## src/hw/rtl/lwac_pkg.sv

```systemverilog
// Shared types, codes and constants for the lidar window approach controller.
package lwac_pkg;

   localparam int RANGE_BITS = 16;
   localparam int ANGLE_BITS = 16;
   localparam int CMP_BITS   = (ANGLE_BITS > 16) ? ANGLE_BITS + 2 : 18;

   localparam int CSR_ADDR_BITS = 3;
   localparam int CSR_DATA_BITS = 16;

   typedef enum logic [2:0] {
      KIND_SAMPLE = 3'd0,
      KIND_EOS    = 3'd1,
      KIND_TICK   = 3'd2,
      KIND_START  = 3'd3,
      KIND_CANCEL = 3'd4
   } kind_type;

   typedef enum logic [2:0] {
      ST_APPROACH   = 3'd0,
      ST_WAITING    = 3'd1,
      ST_REACHED    = 3'd2,
      ST_CANCELED   = 3'd3,
      ST_TO_NOSCAN  = 3'd4,
      ST_TO_NOTGT   = 3'd5,
      ST_TO_APPROACH = 3'd6
   } status_type;

   typedef enum logic [CSR_ADDR_BITS-1:0] {
      CSR_STOP_DIST     = 3'd0,
      CSR_MAX_SPEED     = 3'd1,
      CSR_SPEED_GAIN    = 3'd2,
      CSR_TIMEOUT_TICKS = 3'd3,
      CSR_WINDOW_HALF   = 3'd4,
      CSR_ANGLE_START   = 3'd5,
      CSR_ANGLE_STEP    = 3'd6,
      CSR_STALE_TICKS   = 3'd7
   } csr_idx_type;

   localparam logic [15:0] RST_STOP_DIST     = 16'd350;
   localparam logic [11:0] RST_MAX_SPEED     = 12'd150;
   localparam logic [11:0] RST_SPEED_GAIN    = 12'd205;
   localparam logic [15:0] RST_TIMEOUT_TICKS = 16'd0;
   localparam logic [14:0] RST_WINDOW_HALF   = 15'd1820;
   localparam logic [15:0] RST_ANGLE_START   = 16'h8000;
   localparam logic [15:0] RST_ANGLE_STEP    = 16'd182;
   localparam logic [7:0]  RST_STALE_TICKS   = 8'd10;

   typedef struct packed {
      logic [15:0] stop_dist;
      logic [11:0] max_speed;
      logic [11:0] speed_gain;
      logic [15:0] timeout_ticks;
      logic [14:0] window_half;
      logic [15:0] angle_start;
      logic [15:0] angle_step;
      logic [7:0]  stale_ticks;
   } cfg_type;

   // Held scan summary seen by the goal controller
   typedef struct packed {
      logic [RANGE_BITS-1:0] held_min;
      logic                  held_found;
      logic                  have_scan;
      logic [7:0]            age_tick;   // scan age after this tick
   } scan_info_type;

   typedef struct packed {
      status_type   status;
      logic [11:0]  speed_cmd;
      logic [16:0]  remaining_mm;
      logic [15:0]  final_mm;
      logic         done_res;
   } result_type;

   // Signed 16-bit register as an ANGLE_BITS angle
   function automatic logic [ANGLE_BITS-1:0] reg_angle(input logic [15:0] r);
      logic signed [15:0] rs;
      rs = signed'(r);
      return ANGLE_BITS'(rs);
   endfunction

endpackage

```

## src/hw/rtl/lidar_window_approach_controller.sv

```systemverilog
// Top level of the lidar window approach controller: ports, CSRs, input and output registers.
//
// Items enter on the req_ stream: range samples, end-of-scan marks, control ticks, goal
// start and cancel, told apart by req_tuser. Each accepted transfer is captured in an
// input register and processed from there by the scan tracker and the goal controller
// once the output slot is free or being drained; a tick while a goal is active and a
// cancel of an active goal each produce one result transfer on rsp_, other items none.
// Sustained rate is one item per clock while rsp_tready does not stall the output; a
// result passes the input register, then the output register, which drives rsp_tvalid
// and holds it until rsp_tready. The input register keeps taking items as long as it is
// empty or the output slot is free or being drained. rsp_tlast marks a result that ends
// the goal. The user must write the CSRs via csr_we/csr_addr/csr_wdata only while the stream
// is idle, not enforced by the block; a new angle_start takes effect at the next end of scan.
module lidar_window_approach_controller (
   input  logic        clock,
   input  logic        reset,
   // request stream
   input  logic        req_tvalid,
   output logic        req_tready,
   input  logic [15:0] req_tdata,   // [15:0] range_mm
   input  logic [3:0]  req_tuser,   // [2:0] kind, [3] range_valid
   // result stream
   output logic        rsp_tvalid,
   input  logic        rsp_tready,
   output logic [47:0] rsp_tdata,   // [11:0] speed_cmd, [28:12] remaining_mm,
                                    // [44:29] final_mm, [47:45] zero
   output logic [2:0]  rsp_tuser,   // [2:0] status
   output logic        rsp_tlast,   // done_res
   // register write port
   input  logic                               csr_we,
   input  logic [lwac_pkg::CSR_ADDR_BITS-1:0] csr_addr,
   input  logic [lwac_pkg::CSR_DATA_BITS-1:0] csr_wdata
);

   lwac_pkg::cfg_type       cfg_ff, cfg_in;
   lwac_pkg::scan_info_type info;
   lwac_pkg::result_type    res;
   lwac_pkg::result_type    rsp_ff, rsp_in;

   logic        in_valid_ff, in_valid_in;
   logic [2:0]  in_kind_ff, in_kind_in;
   logic [15:0] in_range_ff, in_range_in;
   logic        in_rvalid_ff, in_rvalid_in;
   logic        rsp_valid_ff, rsp_valid_in;

   logic advance, proc, res_valid;

   // Output slot is free or its transfer completes this cycle
   assign advance    = !rsp_valid_ff || rsp_tready;
   assign req_tready = !in_valid_ff || advance;
   assign proc       = in_valid_ff && advance;

   // CSR writes
   always_comb begin
      cfg_in = cfg_ff;
      if (csr_we) begin
         unique case (csr_addr)
            lwac_pkg::CSR_STOP_DIST:     cfg_in.stop_dist     = csr_wdata;
            lwac_pkg::CSR_MAX_SPEED:     cfg_in.max_speed     = csr_wdata[11:0];
            lwac_pkg::CSR_SPEED_GAIN:    cfg_in.speed_gain    = csr_wdata[11:0];
            lwac_pkg::CSR_TIMEOUT_TICKS: cfg_in.timeout_ticks = csr_wdata;
            lwac_pkg::CSR_WINDOW_HALF:   cfg_in.window_half   = csr_wdata[14:0];
            lwac_pkg::CSR_ANGLE_START:   cfg_in.angle_start   = csr_wdata;
            lwac_pkg::CSR_ANGLE_STEP:    cfg_in.angle_step    = csr_wdata;
            lwac_pkg::CSR_STALE_TICKS:   cfg_in.stale_ticks   = csr_wdata[7:0];
            default: ;
         endcase
      end
   end

   always_ff @(posedge clock) begin
      if (reset) begin
         cfg_ff.stop_dist     <= lwac_pkg::RST_STOP_DIST;
         cfg_ff.max_speed     <= lwac_pkg::RST_MAX_SPEED;
         cfg_ff.speed_gain    <= lwac_pkg::RST_SPEED_GAIN;
         cfg_ff.timeout_ticks <= lwac_pkg::RST_TIMEOUT_TICKS;
         cfg_ff.window_half   <= lwac_pkg::RST_WINDOW_HALF;
         cfg_ff.angle_start   <= lwac_pkg::RST_ANGLE_START;
         cfg_ff.angle_step    <= lwac_pkg::RST_ANGLE_STEP;
         cfg_ff.stale_ticks   <= lwac_pkg::RST_STALE_TICKS;
      end else begin
         cfg_ff <= cfg_in;
      end
   end

   // Input register: loads on every req transfer
   always_comb begin
      in_valid_in  = in_valid_ff;
      in_kind_in   = in_kind_ff;
      in_range_in  = in_range_ff;
      in_rvalid_in = in_rvalid_ff;
      if (req_tready) begin
         in_valid_in = req_tvalid;
         if (req_tvalid) begin
            in_kind_in   = req_tuser[2:0];
            in_range_in  = req_tdata;
            in_rvalid_in = req_tuser[3];
         end
      end
   end

   always_ff @(posedge clock) begin
      if (reset) in_valid_ff <= 1'b0;
      else       in_valid_ff <= in_valid_in;
   end

   always_ff @(posedge clock) begin
      in_kind_ff   <= in_kind_in;
      in_range_ff  <= in_range_in;
      in_rvalid_ff <= in_rvalid_in;
   end

   lwac_scan u_scan (
      .clock       (clock),
      .reset       (reset),
      .do_sample   (proc && in_kind_ff == lwac_pkg::KIND_SAMPLE),
      .do_eos      (proc && in_kind_ff == lwac_pkg::KIND_EOS),
      .do_tick     (proc && in_kind_ff == lwac_pkg::KIND_TICK),
      .range_mm    (in_range_ff),
      .range_valid (in_rvalid_ff),
      .cfg         (cfg_ff),
      .info        (info)
   );

   lwac_ctrl u_ctrl (
      .clock     (clock),
      .reset     (reset),
      .proc      (proc),
      .kind      (in_kind_ff),
      .cfg       (cfg_ff),
      .info      (info),
      .res_valid (res_valid),
      .res       (res)
   );

   // Output register
   always_comb begin
      rsp_valid_in = rsp_valid_ff;
      rsp_in       = rsp_ff;
      if (advance) begin
         rsp_valid_in = proc && res_valid;
         if (proc && res_valid) rsp_in = res;
      end
   end

   always_ff @(posedge clock) begin
      if (reset) rsp_valid_ff <= 1'b0;
      else       rsp_valid_ff <= rsp_valid_in;
   end

   always_ff @(posedge clock) begin
      rsp_ff <= rsp_in;
   end

   assign rsp_tvalid = rsp_valid_ff;
   assign rsp_tdata  = {3'b000, rsp_ff.final_mm, rsp_ff.remaining_mm, rsp_ff.speed_cmd};
   assign rsp_tuser  = rsp_ff.status;
   assign rsp_tlast  = rsp_ff.done_res;

   a_no_drop: assert property (@(posedge clock) disable iff (reset)
      (rsp_valid_ff && !rsp_tready) |-> !proc)
      else $error("item processed while a result is stalled");

   a_final_only_on_end: assert property (@(posedge clock) disable iff (reset)
      (rsp_valid_ff && rsp_ff.final_mm != '0) |-> rsp_ff.done_res)
      else $error("final distance on a non-final result");

   a_done_status: assert property (@(posedge clock) disable iff (reset)
      (rsp_valid_ff && rsp_ff.done_res) |->
         (rsp_ff.status != lwac_pkg::ST_APPROACH && rsp_ff.status != lwac_pkg::ST_WAITING))
      else $error("final result with a continuing status");

endmodule

```

## src/hw/rtl/lwac_scan.sv

```systemverilog
// Scan tracker: windowed minimum over a scan, latched at end of scan, scan age.
module lwac_scan (
   input  logic                           clock,
   input  logic                           reset,
   input  logic                           do_sample,
   input  logic                           do_eos,
   input  logic                           do_tick,
   input  logic [lwac_pkg::RANGE_BITS-1:0] range_mm,
   input  logic                           range_valid,
   input  lwac_pkg::cfg_type              cfg,
   output lwac_pkg::scan_info_type        info
);

   logic [lwac_pkg::RANGE_BITS-1:0] scan_min_ff, scan_min_in;
   logic                            scan_found_ff, scan_found_in;
   logic [lwac_pkg::ANGLE_BITS-1:0] angle_ff, angle_in;
   logic [lwac_pkg::RANGE_BITS-1:0] held_min_ff, held_min_in;
   logic                            held_found_ff, held_found_in;
   logic                            have_scan_ff, have_scan_in;
   logic [7:0]                      age_ff, age_in;

   logic signed [lwac_pkg::CMP_BITS-1:0] ang_s, half_s;
   logic                                 in_win;
   logic [7:0]                           age_sat;

   assign ang_s  = lwac_pkg::CMP_BITS'(signed'(angle_ff));
   assign half_s = signed'(lwac_pkg::CMP_BITS'(cfg.window_half));
   assign in_win = (ang_s >= -half_s) && (ang_s <= half_s);

   assign age_sat = (age_ff == 8'hFF) ? age_ff : age_ff + 8'd1;

   always_comb begin
      scan_min_in   = scan_min_ff;
      scan_found_in = scan_found_ff;
      angle_in      = angle_ff;
      held_min_in   = held_min_ff;
      held_found_in = held_found_ff;
      have_scan_in  = have_scan_ff;
      age_in        = age_ff;
      if (do_sample) begin
         if (range_valid && in_win) begin
            if (range_mm < scan_min_ff) scan_min_in = range_mm;
            scan_found_in = 1'b1;
         end
         angle_in = angle_ff + lwac_pkg::reg_angle(cfg.angle_step);
      end
      if (do_eos) begin
         held_min_in   = scan_min_ff;
         held_found_in = scan_found_ff;
         have_scan_in  = 1'b1;
         age_in        = '0;
         scan_min_in   = '1;
         scan_found_in = 1'b0;
         angle_in      = lwac_pkg::reg_angle(cfg.angle_start);
      end
      if (do_tick) age_in = age_sat;
   end

   always_ff @(posedge clock) begin
      if (reset) begin
         scan_min_ff   <= '1;
         scan_found_ff <= 1'b0;
         angle_ff      <= lwac_pkg::reg_angle(lwac_pkg::RST_ANGLE_START);
         held_min_ff   <= '0;
         held_found_ff <= 1'b0;
         have_scan_ff  <= 1'b0;
         age_ff        <= '0;
      end else begin
         scan_min_ff   <= scan_min_in;
         scan_found_ff <= scan_found_in;
         angle_ff      <= angle_in;
         held_min_ff   <= held_min_in;
         held_found_ff <= held_found_in;
         have_scan_ff  <= have_scan_in;
         age_ff        <= age_in;
      end
   end

   assign info.held_min   = held_min_ff;
   assign info.held_found = held_found_ff;
   assign info.have_scan  = have_scan_ff;
   assign info.age_tick   = age_sat;

endmodule

```

## src/hw/rtl/lwac_ctrl.sv

```systemverilog
// Goal controller: active flag, elapsed ticks and the per-tick decision.
module lwac_ctrl (
   input  logic                    clock,
   input  logic                    reset,
   input  logic                    proc,
   input  logic [2:0]              kind,
   input  lwac_pkg::cfg_type       cfg,
   input  lwac_pkg::scan_info_type info,
   output logic                    res_valid,
   output lwac_pkg::result_type    res
);

   logic        active_ff, active_in;
   logic [15:0] elapsed_ff, elapsed_in;

   logic [15:0]        el_sat;
   logic               expired, stale;
   logic signed [16:0] rem;
   logic [27:0]        prod;
   logic [19:0]        spd_raw;
   logic [11:0]        spd;

   assign el_sat  = (elapsed_ff == 16'hFFFF) ? elapsed_ff : elapsed_ff + 16'd1;
   assign expired = (cfg.timeout_ticks != '0) && (el_sat > cfg.timeout_ticks);
   assign stale   = !info.have_scan || (info.age_tick > cfg.stale_ticks);
   assign rem     = signed'({1'b0, info.held_min}) - signed'({1'b0, cfg.stop_dist});
   // rem is positive wherever the speed is used
   assign prod    = cfg.speed_gain * rem[15:0];
   assign spd_raw = prod[27:8];
   assign spd     = (spd_raw > 20'(cfg.max_speed)) ? cfg.max_speed : spd_raw[11:0];

   always_comb begin
      active_in        = active_ff;
      elapsed_in       = elapsed_ff;
      res_valid        = 1'b0;
      res.status       = lwac_pkg::ST_WAITING;
      res.speed_cmd    = '0;
      res.remaining_mm = '0;
      res.final_mm     = '0;
      res.done_res     = 1'b0;
      if (proc) begin
         priority if (kind == lwac_pkg::KIND_START) begin
            active_in  = 1'b1;
            elapsed_in = '0;
         end else if (kind == lwac_pkg::KIND_CANCEL && active_ff) begin
            active_in    = 1'b0;
            res_valid    = 1'b1;
            res.status   = lwac_pkg::ST_CANCELED;
            res.done_res = 1'b1;
         end else if (kind == lwac_pkg::KIND_TICK && active_ff) begin
            elapsed_in = el_sat;
            res_valid  = 1'b1;
            priority if (stale) begin
               if (expired) begin
                  active_in    = 1'b0;
                  res.status   = lwac_pkg::ST_TO_NOSCAN;
                  res.done_res = 1'b1;
               end
            end else if (!info.held_found) begin
               if (expired) begin
                  active_in    = 1'b0;
                  res.status   = lwac_pkg::ST_TO_NOTGT;
                  res.done_res = 1'b1;
               end
            end else if (rem <= 17'sd0) begin
               active_in        = 1'b0;
               res.status       = lwac_pkg::ST_REACHED;
               res.remaining_mm = rem;
               res.final_mm     = info.held_min;
               res.done_res     = 1'b1;
            end else if (expired) begin
               active_in        = 1'b0;
               res.status       = lwac_pkg::ST_TO_APPROACH;
               res.remaining_mm = rem;
               res.final_mm     = info.held_min;
               res.done_res     = 1'b1;
            end else begin
               res.status       = lwac_pkg::ST_APPROACH;
               res.speed_cmd    = spd;
               res.remaining_mm = rem;
            end
         end else begin
         end
      end
   end

   always_ff @(posedge clock) begin
      if (reset) begin
         active_ff  <= 1'b0;
         elapsed_ff <= '0;
      end else begin
         active_ff  <= active_in;
         elapsed_ff <= elapsed_in;
      end
   end

   a_done_ends_goal: assert property (@(posedge clock) disable iff (reset)
      (res_valid && res.done_res) |=> !active_ff)
      else $error("goal still active after a final result");

   a_start_arms: assert property (@(posedge clock) disable iff (reset)
      (proc && kind == lwac_pkg::KIND_START) |=> (active_ff && elapsed_ff == '0))
      else $error("start did not arm the goal");

   a_speed_only_approach: assert property (@(posedge clock) disable iff (reset)
      (res_valid && res.speed_cmd != '0) |-> (res.status == lwac_pkg::ST_APPROACH))
      else $error("nonzero speed outside approaching");

   a_result_needs_goal: assert property (@(posedge clock) disable iff (reset)
      res_valid |-> active_ff)
      else $error("result while no goal active");

endmodule

```

## config.mk

```make
export PLATFORM = sky130hd
export DESIGN_NAME = lidar_window_approach_controller
export DESIGN_NICKNAME = d
export VERILOG_FILES = /design/src/hw/rtl/lwac_pkg.sv /design/src/hw/rtl/lidar_window_approach_controller.sv /design/src/hw/rtl/lwac_scan.sv /design/src/hw/rtl/lwac_ctrl.sv
export SDC_FILE = /design/constraint.sdc
export NUM_CORES = 1
export LEC_CHECK = 0
export ABC_AREA = 0
export BUFFER_PORTS_ARGS = -buffer_cell sky130_fd_sc_hd__buf_2
export CELL_PAD_IN_SITES_DETAIL_PLACEMENT = 1
export CELL_PAD_IN_SITES_GLOBAL_PLACEMENT = 2
export CORE_UTILIZATION = 30
export CTS_CLUSTER_SIZE = 28
export DETAILED_ROUTE_END_ITERATION = 6
export PLACE_DENSITY_LB_ADDON = 0.25
export SYNTH_ARGS = -nofsm -noshare
export SYNTH_HDL_FRONTEND = slang
export SYNTH_SLANG_ARGS = --single-unit
```

## constraint.sdc

```tcl
create_clock -name clock -period 8.5 [get_ports clock]
set_input_delay 1.275 -clock clock [delete_from_list [all_inputs] [get_ports clock]]
set_output_delay 1.275 -clock clock [all_outputs]
set_load 0.01 [all_outputs]
```

---- After elaboration in Yosys (flattened, before gate mapping) ----
Cells that the tools add are included.
cells by class
  $add $sub $neg .......................... 5
  multipliers ............................. 1
  magnitude comparators ................... 7
  equality and inequality tests ........... 14
  mux-type cells .......................... 39
  bitwise gates (word level) .............. 3
  reductions and logical operators ........ 42
operator list
  operator                                                                count
  16-bit 2-to-1 mux                                                       6
  45-bit 2-to-1 mux                                                       2
  48-bit 2-to-1 mux                                                       1
  12-bit 2-to-1 mux                                                       3
  17-bit 2-to-1 mux                                                       2
  12-bit by 16-bit multiplier with 28-bit output                          1
  8-bit 2-to-1 mux                                                        3
  2-bit AND reduction                                                     12
  20-bit by 12-bit > comparator with 1-bit output                         1
  16-bit by 18-bit greater-or-equal comparator with 1-bit output          1
  3-bit 2-to-1 mux                                                        6
  15-bit negator with 18-bit output                                       1
  17-bit by 1-bit <= comparator with 1-bit output, second input constant  1
  16-bit by 16-bit subtractor with 17-bit output                          1
  16-bit by 1-bit adder with 16-bit output, second input constant         1
  16-bit adder                                                            1
  16-bit == test, second input constant                                   1
  16-bit > comparator                                                     1
  16-bit <= comparator                                                    1
  16-bit < comparator                                                     1
  16-bit nonzero test                                                     1
  3-bit == test, second input constant                                    5
  1-bit 2-to-1 mux                                                        15
  3-bit by 2-bit == test with 1-bit output, second input constant         4
  18 further kinds                                                        39
word-level totals
  register bits after elaboration ......... 258
  input bits .............................. 44
  logic and storage cells ................. 139

---- Longest topological paths before layout ----
  depth after elaboration ................. 11
  mapped depth ............................ 37

---- By module ----
A second synthesis with hierarchy kept.
unflattened totals
  cell total of the unflattened synthesis .. 2261
  area total of the unflattened synthesis .. 20676.1 um^2
modules (own cells, without submodules)
  module                            times used  cells each  area an instance (um^2)  sequential area each (um^2)
  lwac_ctrl                         1           1203        9489.1                   340.3
  lidar_window_approach_controller  1           495         6612.6                   4334.2
  lwac_scan                         1           563         4574.4                   1181.1

---- Worst setup path before layout ----
OpenSTA, ideal clock, no wires.
  path type ............................... reg-to-reg
  start ................................... register cfg_ff[101] (netlist bit)
  end ..................................... register rsp_ff, in the netlist rsp_tdata[2] (data pin)
  setup time .............................. 0.256 ns
  data arrival time ....................... 8.569 ns
  required time ........................... 8.244 ns
  setup slack ............................. -0.325 ns
  stages on the path, launching flop included .. 37
  path buffers ............................ 2
  cell sequence ........................... dfxtp_1 -> inv_1 -> ha_1 -> or3_1 -> o221a_1 -> o31a_1 -> o21ai_0 -> xnor2_1 -> clkbuf_1 -> nand2_1 -> fa_1 -> fa_1 -> inv_1 -> fa_1 -> fa_1 -> inv_1 -> fa_1 -> inv_1 -> ha_1 -> and4_1 -> and2_0 -> o21ai_0 -> nand2_1 -> or4_1 -> a31o_2 -> xor2_1 -> ha_1 -> a21o_1 -> a21o_1 -> a21oi_1 -> o221ai_1 -> a21oi_1 -> nand4_1 -> a2111oi_4 -> buf_6 -> mux2i_1 -> nor2_2
between the ends
  cells in the longest elaborated chain, start to end .. 4
ends and longest elaborated chain
  what                                                RTL line                                 RTL
  start: declaration                                  lidar_window_approach_controller.sv:35   lwac_pkg::cfg_type cfg_ff, cfg_in;
  start signal: assignment                            lidar_window_approach_controller.sv:82   cfg_ff <= cfg_in;
  16-bit by 16-bit subtractor with 17-bit output (*)  lwac_ctrl.sv:26                          assign rem = signed'({1'b0, info.held_min}) - signed'({1'b0, cfg.stop_dist});
  12-bit by 16-bit multiplier with 28-bit output      lwac_ctrl.sv:28                          assign prod = cfg.speed_gain * rem[15:0];
  20-bit by 12-bit > comparator with 1-bit output     lwac_ctrl.sv:30                          assign spd = (spd_raw > 20'(cfg.max_speed)) ? cfg.max_speed : spd_raw[11:0];
  12-bit 2-to-1 mux                                   lwac_ctrl.sv:30
  end signal: assignment                              lidar_window_approach_controller.sv:152  rsp_ff <= rsp_in;
  end: declaration                                    lidar_window_approach_controller.sv:38   lwac_pkg::result_type rsp_ff, rsp_in;
Every way passes the cells marked *; elsewhere a longest branch is shown, timed or not.
A chain may end at the register's enable or synchronous reset.

---- Worst setup path after layout ----
  start ................................... register u_scan.held_min_ff[0] (netlist bit)
  end ..................................... register rsp_ff, in the netlist rsp_tdata[9] (data pin)
between the ends
  cells in the longest elaborated chain, start to end .. 4
ends and longest elaborated chain
  what                                                RTL line         RTL
  start: declaration                                  lwac_scan.sv:17  logic [lwac_pkg::RANGE_BITS-1:0] held_min_ff, held_min_in;
  start signal: assignment                            lwac_scan.sv:72  held_min_ff <= held_min_in;
  16-bit by 16-bit subtractor with 17-bit output (*)  lwac_ctrl.sv:26
  12-bit by 16-bit multiplier with 28-bit output      lwac_ctrl.sv:28
  20-bit by 12-bit > comparator with 1-bit output     lwac_ctrl.sv:30
  12-bit 2-to-1 mux                                   lwac_ctrl.sv:30
Marked as above.

==> results.py <==
metrics = {
    "setup_path": {
        "start_kind": "register",
        "worst-setup-path-type": "register to register",
        "end_kind": "register",
        "max_stage_delay_ps": 590,
        "critPathRequiredTime_ps": 8780,
        "arrival_ps": 8910,
        "crit_fanout": 6,
        "critPathMostFrequentCell": "inv_2",
        "slowest_stage": "fa_2",
    },
    "finish": {
        "final_util_pct": 36.9,
        "drive_gt1_share_pct": 17.3,
        "syn_to_final_growth_pct": 20.9,
        "nets": 2875,
        "n_antenna_cell": 0,
    },
    "clock_network": {
        "clk_pin_slew_ps": 60,
        "cts_tree": "done",
        "clock_latency_ps": 550,
        "cts_buffers": 36,
        "htreeDepth": 2,
        "clk_path_buf_depth": 3,
        "clock-root-buffer": "clkbuf_16",
        "postCtsHoldBufs": 0,
        "clock_sinks": 258,
    },
    "pwr": {
        "p_per_area_nw_per_um2": 299,
        "finalPower_mw": 7.16,
        "power_leakage_nw": 10.6,
        "peakVddDrop_v": 0.000319,
    },
    "floorplanning": {
        "die_w_microns": 259,
        "core_area_sq_um": 64900,
        "rows": 93,
        "dieArea_sq_um": 67100,
        "die_h_microns": 259,
        "initial_core_util_pct": 30.5,
        "io_pins": 98,
    },
    "sta": {
        "slew_violations": 0,
        "hold_violations": 0,
        "grt_setup_unrepaired": "true",
        "final.setup.tns_ps": -1020,
        "max_freq_ghz": 0.116,
        "tightest_slew_ps": 1230,
        "post-route-min-period_ps": 8640,
        "timing.final.ws_setup_ps": -136,
        "setup_viol": 12,
        "clock_skew_ps": 16.7,
        "relSlewSlack_pct": 17.9,
        "period_share_pct": 102,
    },
    "detailed_routing": {
        "via_per_inst": 4.96,
        "vias": 16800,
        "routed_wirelength_microns": 65400,
        "drc": 0,
        "firstDrtPassIters": 4,
        "drt-wirelength-per-cell_microns": 19.3,
        "ant_nets": 0,
        "drtIter0Drc": 591,
    },
    "synthesis": {
        "yosys-top-cells-area": "dfxtp_1 (19%), fa_1 (14%), ha_1 (11%)",
        "synthArstFlopShare_pct": 0,
        "synth_most_common_cell": "nand2_1",
        "ys.flop_type": "dfxtp_1",
        "yosysUniqueCellTypes": 75,
        "syn-cell-area_sq_um": 19800,
        "avgSynthCellArea_sq_um": 8.55,
        "yosys-top-cells-count": "nand2_1 (384), inv_1 (275), dfxtp_1 (189)",
        "synth_seq_cells": 258,
        "synth_top_area_share_pct": 19.1,
        "ys_seq_area_share_pct": 29.5,
        "synth_cells": 2319,
        "synth_edf_count": 69,
        "ys.warnings.count": 0,
        "post-synth-top-area-cell": "dfxtp_1",
    },
    "global_route": {
        "antenna_found_initial": 1,
        "grt.total_usage_pct": 19.8,
        "grt_pass1_wl_microns": 104000,
        "grt_pass1_vias": 18400,
        "grt_max_degree": 84,
        "grt_overflow_total": 0,
    },
    "place": {
        "gp_congestion": 0.850,
        "dpl.hpwl_microns": 50300,
        "numPortBuffers": 94,
        "place_ws_ps": -350,
    },
    "worst_hold_path": {
        "hold_class": "register to register",
    },
    "status": {
        "status": "complete, but fails checks",
        "violations": "setup timing",
    },
    "job": {
        "drv_cap": 0,
    },
}
## layer usage
| metal | track usage, % | routed length (microns) |
|---|---|---|
| met2 | 35.3 | 32700 |
| met1 | 24.7 | 28700 |
| met3 | 2.46 | 2000 |
| met5 | 0 | 0 |
| met4 | 5.98 | 1960 |
## power by group
group / total [mW] / switching [mW] / internal, mW
clock network: 1.58 / 0.620 / 0.960
logic: 4.27 / 2.16 / 2.11
registers: 1.32 / 0.0310 / 1.29
## cell type report
class	count	area (sq um)
Tap cell	855	1070
Inverter	275	1030
Timing Repair Buffer	260	1760
Clock buffer	48	998
Multi-Input combinational cell	1680	13000
Clock inverter	17	228
Sequential cell	258	5860
Fill cell	7607	41000
## cells in the final DEF (no fill, tap or decap), types with 17 or more instances in the layout
| cell | n |
|---|---|
| xor2_1 | 17 |
| clkbuf_16 | 40 |
| nor3_1 | 24 |
| o21ai_0 | 56 |
| a21o_1 | 42 |
| nor2b_1 | 31 |
| edfxtp_1 | 69 |
| nand2b_1 | 26 |
| dfxtp_1 | 184 |
| a21oi_1 | 154 |
| a211o_1 | 18 |
| ha_1 | 167 |
| nand3_1 | 62 |
| inv_1 | 263 |
| fa_1 | 135 |
| nand2_1 | 377 |
| nor2_1 | 126 |
| and2_1 | 87 |
| nand4_1 | 24 |
| a22oi_1 | 18 |
| buf_4 | 163 |
| xnor2_1 | 35 |
| buf_2 | 93 |
## stage by stage
stage	hold slack (ps)	cell area [sq um]	std cells
floorplan	432	19900	2321
global placement	441	22000	3280
detailed placement	447	22000	3280
CTS	443	23700	3373
global route	471	24000	3393
finish	444	24000	3393
## final timing paths
kind / cells past startpoint / to / startpoint / slack (ps)
min: 2 / u_scan.held_found_ff / u_scan.scan_found_ff / 440
min reg2reg: 2 / u_scan.held_found_ff / u_scan.scan_found_ff / 440
max: 36 / rsp_tdata[9] / u_scan.held_min_ff[0] / -140
max reg2reg: 36 / rsp_tdata[9] / u_scan.held_min_ff[0] / -140
## critical path, delay by kind of cell (launching register included)
kind | cells | cell delay (ps)
mux | 1 | 190
buf+inv | 8 | 830
xor+xnor | 2 | 390
fa+ha+maj | 9 | 3580
compound gates | 6 | 1350
simple gates | 10 | 1700
flops | 1 | 330
## sequential cells by signal, summed over array words and instances (netlist names), 3 cells and up
signal,flops
u_scan.held_min_ff,16
cfg_ff,111
rsp_tuser,3
u_scan.age_ff,8
u_ctrl.elapsed_ff,16
in_range_ff,16
u_scan.scan_min_ff,16
in_kind_ff,3
rsp_tdata,45
u_scan.angle_ff,16
## what timing repair did
| action | in CTS | in global routing |
|---|---|---|
| cloned | 1 | 0 |
| endpoints found under the hold margin | 0 | 0 |
| gates resized for setup | 50 | 45 |
| setup endpoints to repair | 12 | 12 |
| pin swaps | 46 | 56 |
| buffers inserted | 27 | 20 |
## cell families after synthesis
kind of cell	after synthesis	synth area share [%]
muxes	21	1.07
AOI/OAI and AO/OA	405	13.1
and+or+nand+nor	868	20.6
buffers and inverters	383	7.41
adders and majority gates	320	25.5
xor gates and xnor gates	63	2.78
DFF	258	29.5
other	1	0.0189
Power figures use the tool's default switching activity.
